===== config.mk =====
export PLATFORM = sky130hd
export DESIGN_NAME = lookahead_iir_first_order
export DESIGN_NICKNAME = d
export VERILOG_FILES = /design/src/rtl/core/liir_pkg.sv /design/src/rtl/core/lookahead_iir_first_order.sv /design/src/rtl/core/liir_csr.sv /design/src/rtl/core/liir_datapath.sv
export SDC_FILE = /design/constraint.sdc
export NUM_CORES = 2
export LEC_CHECK = 0
export ABC_CLOCK_PERIOD_IN_PS = 9150
export BUFFER_PORTS_ARGS = -buffer_cell sky130_fd_sc_hd__buf_4
export CORE_MARGIN = 2
export CORE_UTILIZATION = 30
export DETAILED_ROUTE_END_ITERATION = 12
export MAX_ROUTING_LAYER = met4
export PLACE_DENSITY = 0.49
export SYNTH_ARGS = -nofsm -noshare
export SYNTH_HDL_FRONTEND = slang
export SYNTH_SLANG_ARGS = --single-unit

===== constraint.sdc =====
create_clock -name clock -period 9.15 [get_ports clock]
set_input_delay 0.4575 -clock clock [delete_from_list [all_inputs] [get_ports clock]]
set_output_delay 0.4575 -clock clock [all_outputs]
set_load 0.1 [all_outputs]

===== src/rtl/core/liir_pkg.sv =====
// Shared constants and types for the look-ahead first-order IIR filter.
// Holds the register map and coefficient reset values; no dependencies.
package liir_pkg;

   // Register port geometry: four 32-bit registers at byte addresses 4*i
   localparam int CSR_ADDR_BITS = 4;
   localparam int CSR_DATA_BITS = 32;
   localparam int CSR_WORD_LSB  = 2;

   // Register indexes
   typedef enum logic [1:0] {
      REG_COEF_DIRECT     = 2'd0,
      REG_COEF_FIRST_LAG  = 2'd1,
      REG_COEF_SECOND_LAG = 2'd2,
      REG_COEF_FEEDBACK   = 2'd3
   } reg_index_type;

   // Coefficient reset values, truncated to the sample width where used
   localparam int COEF_DIRECT_RESET     = 430;
   localparam int COEF_FIRST_LAG_RESET  = 499;
   localparam int COEF_SECOND_LAG_RESET = -69;
   localparam int COEF_FEEDBACK_RESET   = 25;

endpackage


===== src/rtl/core/lookahead_iir_first_order.sv =====
// Look-ahead first-order IIR filter, one sample in and one sample out per beat.
// Latency: the result beat is valid the cycle after its input beat is accepted.
// Throughput: one beat per cycle; the output register is refilled in the same
// cycle it is drained, so the input stalls only while a result is held back.
// Reset (synchronous, active high) zeroes all filter state, empties the output
// register and loads the coefficient defaults. Uses liir_pkg, liir_csr, liir_datapath.
module lookahead_iir_first_order
   import liir_pkg::*;
#(
   parameter int SAMPLE_BITS = 11
) (
   input  logic                          clock,
   input  logic                          reset,
   input  logic                          req_valid,
   output logic                          req_stall,
   input  logic signed [SAMPLE_BITS-1:0] req_sample_in,
   output logic                          rsp_valid,
   input  logic                          rsp_stall,
   output logic signed [SAMPLE_BITS:0]   rsp_sample_out,
   input  logic                          csr_psel,
   input  logic                          csr_penable,
   input  logic                          csr_pwrite,
   input  logic [CSR_ADDR_BITS-1:0]      csr_paddr,
   input  logic [CSR_DATA_BITS-1:0]      csr_pwdata,
   output logic [CSR_DATA_BITS-1:0]      csr_prdata,
   output logic                          csr_pready
);

   logic signed [SAMPLE_BITS-1:0] coef_direct;
   logic signed [SAMPLE_BITS-1:0] coef_first_lag;
   logic signed [SAMPLE_BITS-1:0] coef_second_lag;
   logic signed [SAMPLE_BITS-1:0] coef_feedback;
   logic signed [SAMPLE_BITS:0]   filter_out;
   logic                          accept;
   logic                          rsp_valid_ff;
   logic signed [SAMPLE_BITS:0]   rsp_sample_ff;

   liir_csr #(
      .SAMPLE_BITS (SAMPLE_BITS)
   ) u_csr (
      .clock           (clock),
      .reset           (reset),
      .csr_psel        (csr_psel),
      .csr_penable     (csr_penable),
      .csr_pwrite      (csr_pwrite),
      .csr_paddr       (csr_paddr),
      .csr_pwdata      (csr_pwdata),
      .csr_prdata      (csr_prdata),
      .csr_pready      (csr_pready),
      .coef_direct     (coef_direct),
      .coef_first_lag  (coef_first_lag),
      .coef_second_lag (coef_second_lag),
      .coef_feedback   (coef_feedback)
   );

   liir_datapath #(
      .SAMPLE_BITS (SAMPLE_BITS)
   ) u_datapath (
      .clock           (clock),
      .reset           (reset),
      .advance         (accept),
      .sample_in       (req_sample_in),
      .coef_direct     (coef_direct),
      .coef_first_lag  (coef_first_lag),
      .coef_second_lag (coef_second_lag),
      .coef_feedback   (coef_feedback),
      .sample_out      (filter_out)
   );

   // Input is held off only while a result beat waits on a stalled sink
   assign req_stall = rsp_valid_ff & rsp_stall;
   assign accept    = req_valid & ~req_stall;

   // Output register
   always_ff @(posedge clock) begin
      if (reset) begin
         rsp_valid_ff <= 1'b0;
      end else if (accept) begin
         rsp_valid_ff <= 1'b1;
      end else if (!rsp_stall) begin
         rsp_valid_ff <= 1'b0;
      end
   end

   always_ff @(posedge clock) begin
      if (accept) begin
         rsp_sample_ff <= filter_out;
      end
   end

   assign rsp_valid      = rsp_valid_ff;
   assign rsp_sample_out = rsp_sample_ff;

   // An accepted beat always shows up as a result in the next cycle
   assert property (@(posedge clock) disable iff (reset)
      req_valid && !req_stall |=> rsp_valid)
      else $error("accepted beat produced no result");

   // A held-back result must block new input
   assert property (@(posedge clock)
      rsp_valid && rsp_stall |-> req_stall)
      else $error("input accepted while result stalled");

   // Reset empties the output register
   assert property (@(posedge clock)
      reset |=> !rsp_valid)
      else $error("result valid after reset");

endmodule


===== src/rtl/core/liir_csr.sv =====
// Coefficient register file with an APB-style access port.
// Depends on liir_pkg for the register map and reset values.
module liir_csr
   import liir_pkg::*;
#(
   parameter int SAMPLE_BITS = 11
) (
   input  logic                          clock,
   input  logic                          reset,
   input  logic                          csr_psel,
   input  logic                          csr_penable,
   input  logic                          csr_pwrite,
   input  logic [CSR_ADDR_BITS-1:0]      csr_paddr,
   input  logic [CSR_DATA_BITS-1:0]      csr_pwdata,
   output logic [CSR_DATA_BITS-1:0]      csr_prdata,
   output logic                          csr_pready,
   output logic signed [SAMPLE_BITS-1:0] coef_direct,
   output logic signed [SAMPLE_BITS-1:0] coef_first_lag,
   output logic signed [SAMPLE_BITS-1:0] coef_second_lag,
   output logic signed [SAMPLE_BITS-1:0] coef_feedback
);

   localparam logic [SAMPLE_BITS-1:0] DIRECT_RST     = SAMPLE_BITS'(COEF_DIRECT_RESET);
   localparam logic [SAMPLE_BITS-1:0] FIRST_LAG_RST  = SAMPLE_BITS'(COEF_FIRST_LAG_RESET);
   localparam logic [SAMPLE_BITS-1:0] SECOND_LAG_RST = SAMPLE_BITS'(COEF_SECOND_LAG_RESET);
   localparam logic [SAMPLE_BITS-1:0] FEEDBACK_RST   = SAMPLE_BITS'(COEF_FEEDBACK_RESET);

   logic signed [SAMPLE_BITS-1:0] coef_direct_ff;
   logic signed [SAMPLE_BITS-1:0] coef_first_lag_ff;
   logic signed [SAMPLE_BITS-1:0] coef_second_lag_ff;
   logic signed [SAMPLE_BITS-1:0] coef_feedback_ff;
   logic                          write_hit;
   reg_index_type                 reg_index;
   logic [SAMPLE_BITS-1:0]        write_value;

   // Sign-extend a coefficient to the bus width for read-back
   function automatic logic [CSR_DATA_BITS-1:0] widen(input logic [SAMPLE_BITS-1:0] c);
      logic [CSR_DATA_BITS-1:0] w;
      w = {{(CSR_DATA_BITS-SAMPLE_BITS){c[SAMPLE_BITS-1]}}, c};
      return w;
   endfunction

   assign csr_pready  = 1'b1;
   assign write_hit   = csr_psel & csr_penable & csr_pwrite & csr_pready;
   assign reg_index   = reg_index_type'(csr_paddr[CSR_ADDR_BITS-1:CSR_WORD_LSB]);
   assign write_value = csr_pwdata[SAMPLE_BITS-1:0];

   // Coefficient registers
   always_ff @(posedge clock) begin
      if (reset) begin
         coef_direct_ff     <= DIRECT_RST;
         coef_first_lag_ff  <= FIRST_LAG_RST;
         coef_second_lag_ff <= SECOND_LAG_RST;
         coef_feedback_ff   <= FEEDBACK_RST;
      end else if (write_hit) begin
         case (reg_index)
            REG_COEF_DIRECT:     coef_direct_ff     <= write_value;
            REG_COEF_FIRST_LAG:  coef_first_lag_ff  <= write_value;
            REG_COEF_SECOND_LAG: coef_second_lag_ff <= write_value;
            REG_COEF_FEEDBACK:   coef_feedback_ff   <= write_value;
            default: ;
         endcase
      end
   end

   // Read-back mux
   always_comb begin
      case (reg_index)
         REG_COEF_DIRECT:     csr_prdata = widen(coef_direct_ff);
         REG_COEF_FIRST_LAG:  csr_prdata = widen(coef_first_lag_ff);
         REG_COEF_SECOND_LAG: csr_prdata = widen(coef_second_lag_ff);
         REG_COEF_FEEDBACK:   csr_prdata = widen(coef_feedback_ff);
         default:             csr_prdata = '0;
      endcase
   end

   assign coef_direct     = coef_direct_ff;
   assign coef_first_lag  = coef_first_lag_ff;
   assign coef_second_lag = coef_second_lag_ff;
   assign coef_feedback   = coef_feedback_ff;

endmodule


===== src/rtl/core/liir_datapath.sv =====
// Look-ahead IIR datapath: delay lines, product registers and feedback.
// All state advances once per accepted sample; no package dependencies.
module liir_datapath #(
   parameter int SAMPLE_BITS = 11
) (
   input  logic                          clock,
   input  logic                          reset,
   input  logic                          advance,
   input  logic signed [SAMPLE_BITS-1:0] sample_in,
   input  logic signed [SAMPLE_BITS-1:0] coef_direct,
   input  logic signed [SAMPLE_BITS-1:0] coef_first_lag,
   input  logic signed [SAMPLE_BITS-1:0] coef_second_lag,
   input  logic signed [SAMPLE_BITS-1:0] coef_feedback,
   output logic signed [SAMPLE_BITS:0]   sample_out
);

   localparam int ACC_BITS   = SAMPLE_BITS + 1;
   localparam int PROD_BITS  = SAMPLE_BITS + ACC_BITS;
   localparam int PROD_SHIFT = SAMPLE_BITS - 1;

   logic signed [SAMPLE_BITS-1:0] input_lag1_ff,        input_lag1_in;
   logic signed [SAMPLE_BITS-1:0] input_lag2_ff,        input_lag2_in;
   logic signed [ACC_BITS-1:0]    direct_prod_lag1_ff,  direct_prod_lag1_in;
   logic signed [ACC_BITS-1:0]    direct_prod_lag2_ff,  direct_prod_lag2_in;
   logic signed [ACC_BITS-1:0]    first_lag_prod_ff,    first_lag_prod_in;
   logic signed [ACC_BITS-1:0]    second_lag_prod_ff,   second_lag_prod_in;
   logic signed [ACC_BITS-1:0]    difference_ff,        difference_in;
   logic signed [ACC_BITS-1:0]    forward_sum_ff,       forward_sum_in;
   logic signed [ACC_BITS-1:0]    output_lag1_ff,       output_lag1_in;
   logic signed [ACC_BITS-1:0]    feedback_prod_ff,     feedback_prod_in;
   logic signed [ACC_BITS-1:0]    result;

   // coef * sample, floor-shifted right, wrapped to the accumulator width
   function automatic logic signed [ACC_BITS-1:0] scaled_prod(
      input logic signed [SAMPLE_BITS-1:0] coef,
      input logic signed [ACC_BITS-1:0]    sample
   );
      logic signed [PROD_BITS-1:0] a;
      logic signed [PROD_BITS-1:0] b;
      logic signed [PROD_BITS-1:0] p;
      a = {{(PROD_BITS-SAMPLE_BITS){coef[SAMPLE_BITS-1]}}, coef};
      b = {{(PROD_BITS-ACC_BITS){sample[ACC_BITS-1]}}, sample};
      p = (a * b) >>> PROD_SHIFT;
      return p[ACC_BITS-1:0];
   endfunction

   // Output sum comes straight from registered terms
   assign result = feedback_prod_ff + forward_sum_ff;

   // Next-state logic
   always_comb begin
      input_lag1_in       = sample_in;
      input_lag2_in       = input_lag1_ff;
      direct_prod_lag1_in = scaled_prod(coef_direct, {sample_in[SAMPLE_BITS-1], sample_in});
      direct_prod_lag2_in = direct_prod_lag1_ff;
      first_lag_prod_in   = scaled_prod(coef_first_lag,
                                        {input_lag1_ff[SAMPLE_BITS-1], input_lag1_ff});
      second_lag_prod_in  = scaled_prod(coef_second_lag,
                                        {input_lag2_ff[SAMPLE_BITS-1], input_lag2_ff});
      difference_in       = first_lag_prod_ff - second_lag_prod_ff;
      forward_sum_in      = direct_prod_lag2_ff + difference_ff;
      output_lag1_in      = result;
      feedback_prod_in    = scaled_prod(coef_feedback, output_lag1_ff);
   end

   // Filter state, one step per accepted beat
   always_ff @(posedge clock) begin
      if (reset) begin
         input_lag1_ff       <= '0;
         input_lag2_ff       <= '0;
         direct_prod_lag1_ff <= '0;
         direct_prod_lag2_ff <= '0;
         first_lag_prod_ff   <= '0;
         second_lag_prod_ff  <= '0;
         difference_ff       <= '0;
         forward_sum_ff      <= '0;
         output_lag1_ff      <= '0;
         feedback_prod_ff    <= '0;
      end else if (advance) begin
         input_lag1_ff       <= input_lag1_in;
         input_lag2_ff       <= input_lag2_in;
         direct_prod_lag1_ff <= direct_prod_lag1_in;
         direct_prod_lag2_ff <= direct_prod_lag2_in;
         first_lag_prod_ff   <= first_lag_prod_in;
         second_lag_prod_ff  <= second_lag_prod_in;
         difference_ff       <= difference_in;
         forward_sum_ff      <= forward_sum_in;
         output_lag1_ff      <= output_lag1_in;
         feedback_prod_ff    <= feedback_prod_in;
      end
   end

   assign sample_out = result;

endmodule


==> flow_summary.json <==
{
  "drive_above_1_share_pct": 5.17,
  "postRouteAntennaNets": 0,
  "p_int_mw": 2.06,
  "pwr-share-seq_pct": 25.9,
  "critical-path-slowest-cell": "dfxtp_1",
  "final-seq-area_sq_um": 3620,
  "synthToLayoutAreaGrowth_pct": 7.69,
  "path_class": "flop to flop",
  "grt_pass1_vias": 19466,
  "hold_buffers": 0,
  "multiInputGateArea_sq_um": 19300,
  "clock-skew-final_ns": 0.0174,
  "power.density_nw_per_um2": 135,
  "pre_cts_slack_ns": 3.06,
  "path_cells": "nand2_1 > fa_1 > inv_1 > fa_1 > fa_1 > fa_1 > inv_1 > fa_1 > inv_1 > ha_1 > o21a_1 > o21ai_0 > a21oi_1 > or3_4 > a41o_4 > a21oi_2 > xor2_1 > o21ai_1",
  "drt_wl_total_um": 63100,
  "cts_buffer_depth": 2,
  "synthCells": 2964,
  "drc": 0,
  "cts_setup_buffers": 0,
  "cts.repair.resized": 0,
  "final_cell_mix": "638 x inv_1, 468 x fa_1, 449 x nand2_1",
  "synth_edf_count": 12,
  "grt_pass1_wl_um": 107000,
  "synth_flop_cell": "dfxtp_1",
  "fin_crit_sh_pct": 65.5,
  "die_h_um": 299,
  "grt_setup_unrepaired": "no",
  "cts_tree": "done",
  "async_reset_ff_share_pct": 0,
  "gr-total-overflow": 0,
  "period_needed_ns": 6.00,
  "start_util_pct": 30.2,
  "wl_per_cell_um": 15.5,
  "cp-end-kind": "flop",
  "num_rows": 108,
  "ff2ff_path_depth": 18,
  "hpwl_um": 50400,
  "tightestPinTransition_ns": 0.916,
  "clock-sinks": 175,
  "rrSetupSlack_ns": 3.15,
  "core_area_sq_um": 86300,
  "cts-root-buf": "clkbuf_16",
  "fillers": 9108,
  "p_comb_share_pct": 54.5,
  "crit_fanout": 14,
  "fin_ws_ns": 3.15,
  "final_common_cell": "inv_1",
  "grt_max_degree": 76,
  "yosys_register_bits": 175,
  "nets": 3643,
  "antenna_found_initial": 0,
  "ios": 101,
  "die_x_um": 299,
  "power_frac_clock_pct": 19.7,
  "yosysSeqAreaShare_pct": 13.9,
  "rr_startpoint": "u_csr.coef_feedback[5]",
  "gp_congestion": 0.806,
  "ys_warn_count": 0,
  "hold_violations": 0,
  "fmax_ghz": 0.167,
  "cts_buffers": 17,
  "vdd_ir_drop_max_mv": 0.148,
  "yosysUniqueCellTypes": 66,
  "fin_setup_tns_ns": 0,
  "dieArea_sq_um": 89200,
  "drv_slew": 0,
  "critPathMaxStageDelay_ns": 0.90,
  "portBuffers": 76,
  "cpMostUsedCell": "fa_1",
  "syn_area_per_cell_sq_um": 8.78,
  "arrival_ns": 6.35,
  "finalPower_mw": 3.78,
  "switching_share_pct": 45.7,
  "timing.rr.end": "u_datapath.feedback_prod_ff[9]",
  "worstSetupStartpointType": "flop",
  "vias_per_cell": 4.48,
  "setup_violations": 0,
  "insertion_delay_ns": 0.49,
  "vias": 18253,
  "status": "finished clean",
  "dr.pass1.iters": 4,
  "crit_required_ns": 9.50,
  "power.switching_mw": 1.73,
  "crit_end": "u_datapath.feedback_prod_ff[9]",
  "grtUsageTotal_pct": 15.7,
  "relSlewSlack_pct": 38.9,
  "cap_violations": 0,
  "dr.first_iter.drc_count": 783,
  "htree_levels": 4,
  "syn_nets": 3699,
  "syn_area_sq_um": 26000,
  "clkTransAtPathRegs_ns": 0.08,
  "hold_class": "primary input to flop",
  "power_leakage_nw": 13.5,
  "crit_start": "u_csr.coef_feedback[5]"
}
-- cells by family after synthesis --
group / share of synthesized area [%]
AOI/OAI and AO/OA: 6.76
adders and majority gates: 46.2
other: 0.0144
buffers and inverters: 11.9
DFF: 13.9
xor gates and xnor gates: 3.06
and+or+nand+nor: 15.9
muxes: 2.22
-- cell type report --
cell class | instances | area share (%)
clock inverter | 14 | 0.518
tap | 1155 | 5.15
sequential | 175 | 12.9
inverter | 642 | 8.60
clock buffer | 18 | 1.57
antenna | 1 | 0.00892
timing repair buffer | 84 | 2.25
multi-input combinational | 1988 | 69.0
-- how the worst min path moves through the flow --
stage	from	to	slack (ns)	cells past startpoint
floorplan	u_datapath.direct_prod_lag1_ff[11]	u_datapath.direct_prod_lag1_ff[11]	0.43	2
CTS	req_valid	rsp_valid	0.17	2
finish	req_valid	rsp_valid	0.21	2
detailed placement	u_datapath.direct_prod_lag1_ff[3]	u_datapath.direct_prod_lag1_ff[3]	0.45	2
global placement	u_datapath.direct_prod_lag1_ff[3]	u_datapath.direct_prod_lag1_ff[3]	0.44	2
global route	req_valid	rsp_valid	0.19	2
-- registers in the layout, indices dropped and copies added, names as in the netlist, 12 cells and up --
register / flops
rsp_sample_out: 12
u_datapath.forward_sum_ff: 12
u_datapath.output_lag1_ff: 12
u_datapath.difference_ff: 12
u_datapath.second_lag_prod_ff: 12
u_datapath.direct_prod_lag1_ff: 12
u_datapath.first_lag_prod_ff: 12
u_datapath.feedback_prod_ff: 12
u_datapath.direct_prod_lag2_ff: 12
-- synthesized netlist by cell type, types with 23 or more instances --
| master | count | area, sq um |
|---|---|---|
| inv_1 | 639 | 2400 |
| and2_1 | 188 | 1180 |
| nand3_1 | 36 | 180 |
| nor2_1 | 110 | 413 |
| ha_1 | 213 | 2670 |
| dfxtp_1 | 163 | 3260 |
| clkbuf_1 | 129 | 484 |
| nor3_1 | 23 | 115 |
| a21oi_1 | 138 | 691 |
| mux2i_1 | 33 | 330 |
| fa_1 | 468 | 9370 |
| nand2_1 | 450 | 1690 |
| xnor2_1 | 74 | 648 |
-- routing by layer --
metal  vias up  share of wire (%)  global-route usage (%)  wire [um]
met5         -                  0                       -          0
met4         0                1.1                    2.64        705
met2       196                 48                    25.5      30100
li1       8826                  -                       -          -
met1      9191                 48                    21.2      30600
met3        40                2.8                    1.85       1740
-- critical path, delay by kind of cell (launching register included) --
family,cells,cell delay (ns)
buf+inv,3,0.17
compound gates,6,1.12
xor+xnor,1,0.18
flops,1,0.90
fa+ha+maj,6,2.86
simple gates,2,0.62
-- power groups by stage --
| stage | registers [mW] | clock network, mW | logic, mW |
|---|---|---|---|
| finish | 0.978 | 0.744 | 2.06 |
| global route | 0.991 | 0.799 | 2.39 |
| CTS | 0.980 | 0.773 | 2.11 |
| detailed placement | 0.998 | 0 | 2.09 |
| global placement | 0.998 | 0 | 2.09 |
| floorplan | 1.00 | 0 | 1.55 |
-- through the flow --
step	utilization, %	cells	area (sq um)	hold WS (ns)
final	32.5	4077	28000	0.206
after global routing	32.5	4076	28000	0.191
after CTS	32.5	4076	28000	0.167
after detailed placement	31.8	4044	27500	0.449
after global placement	31.8	4044	27500	0.445
after floorplan	-	2964	26000	0.426
No activity file was read; power rests on OpenSTA's default activity.
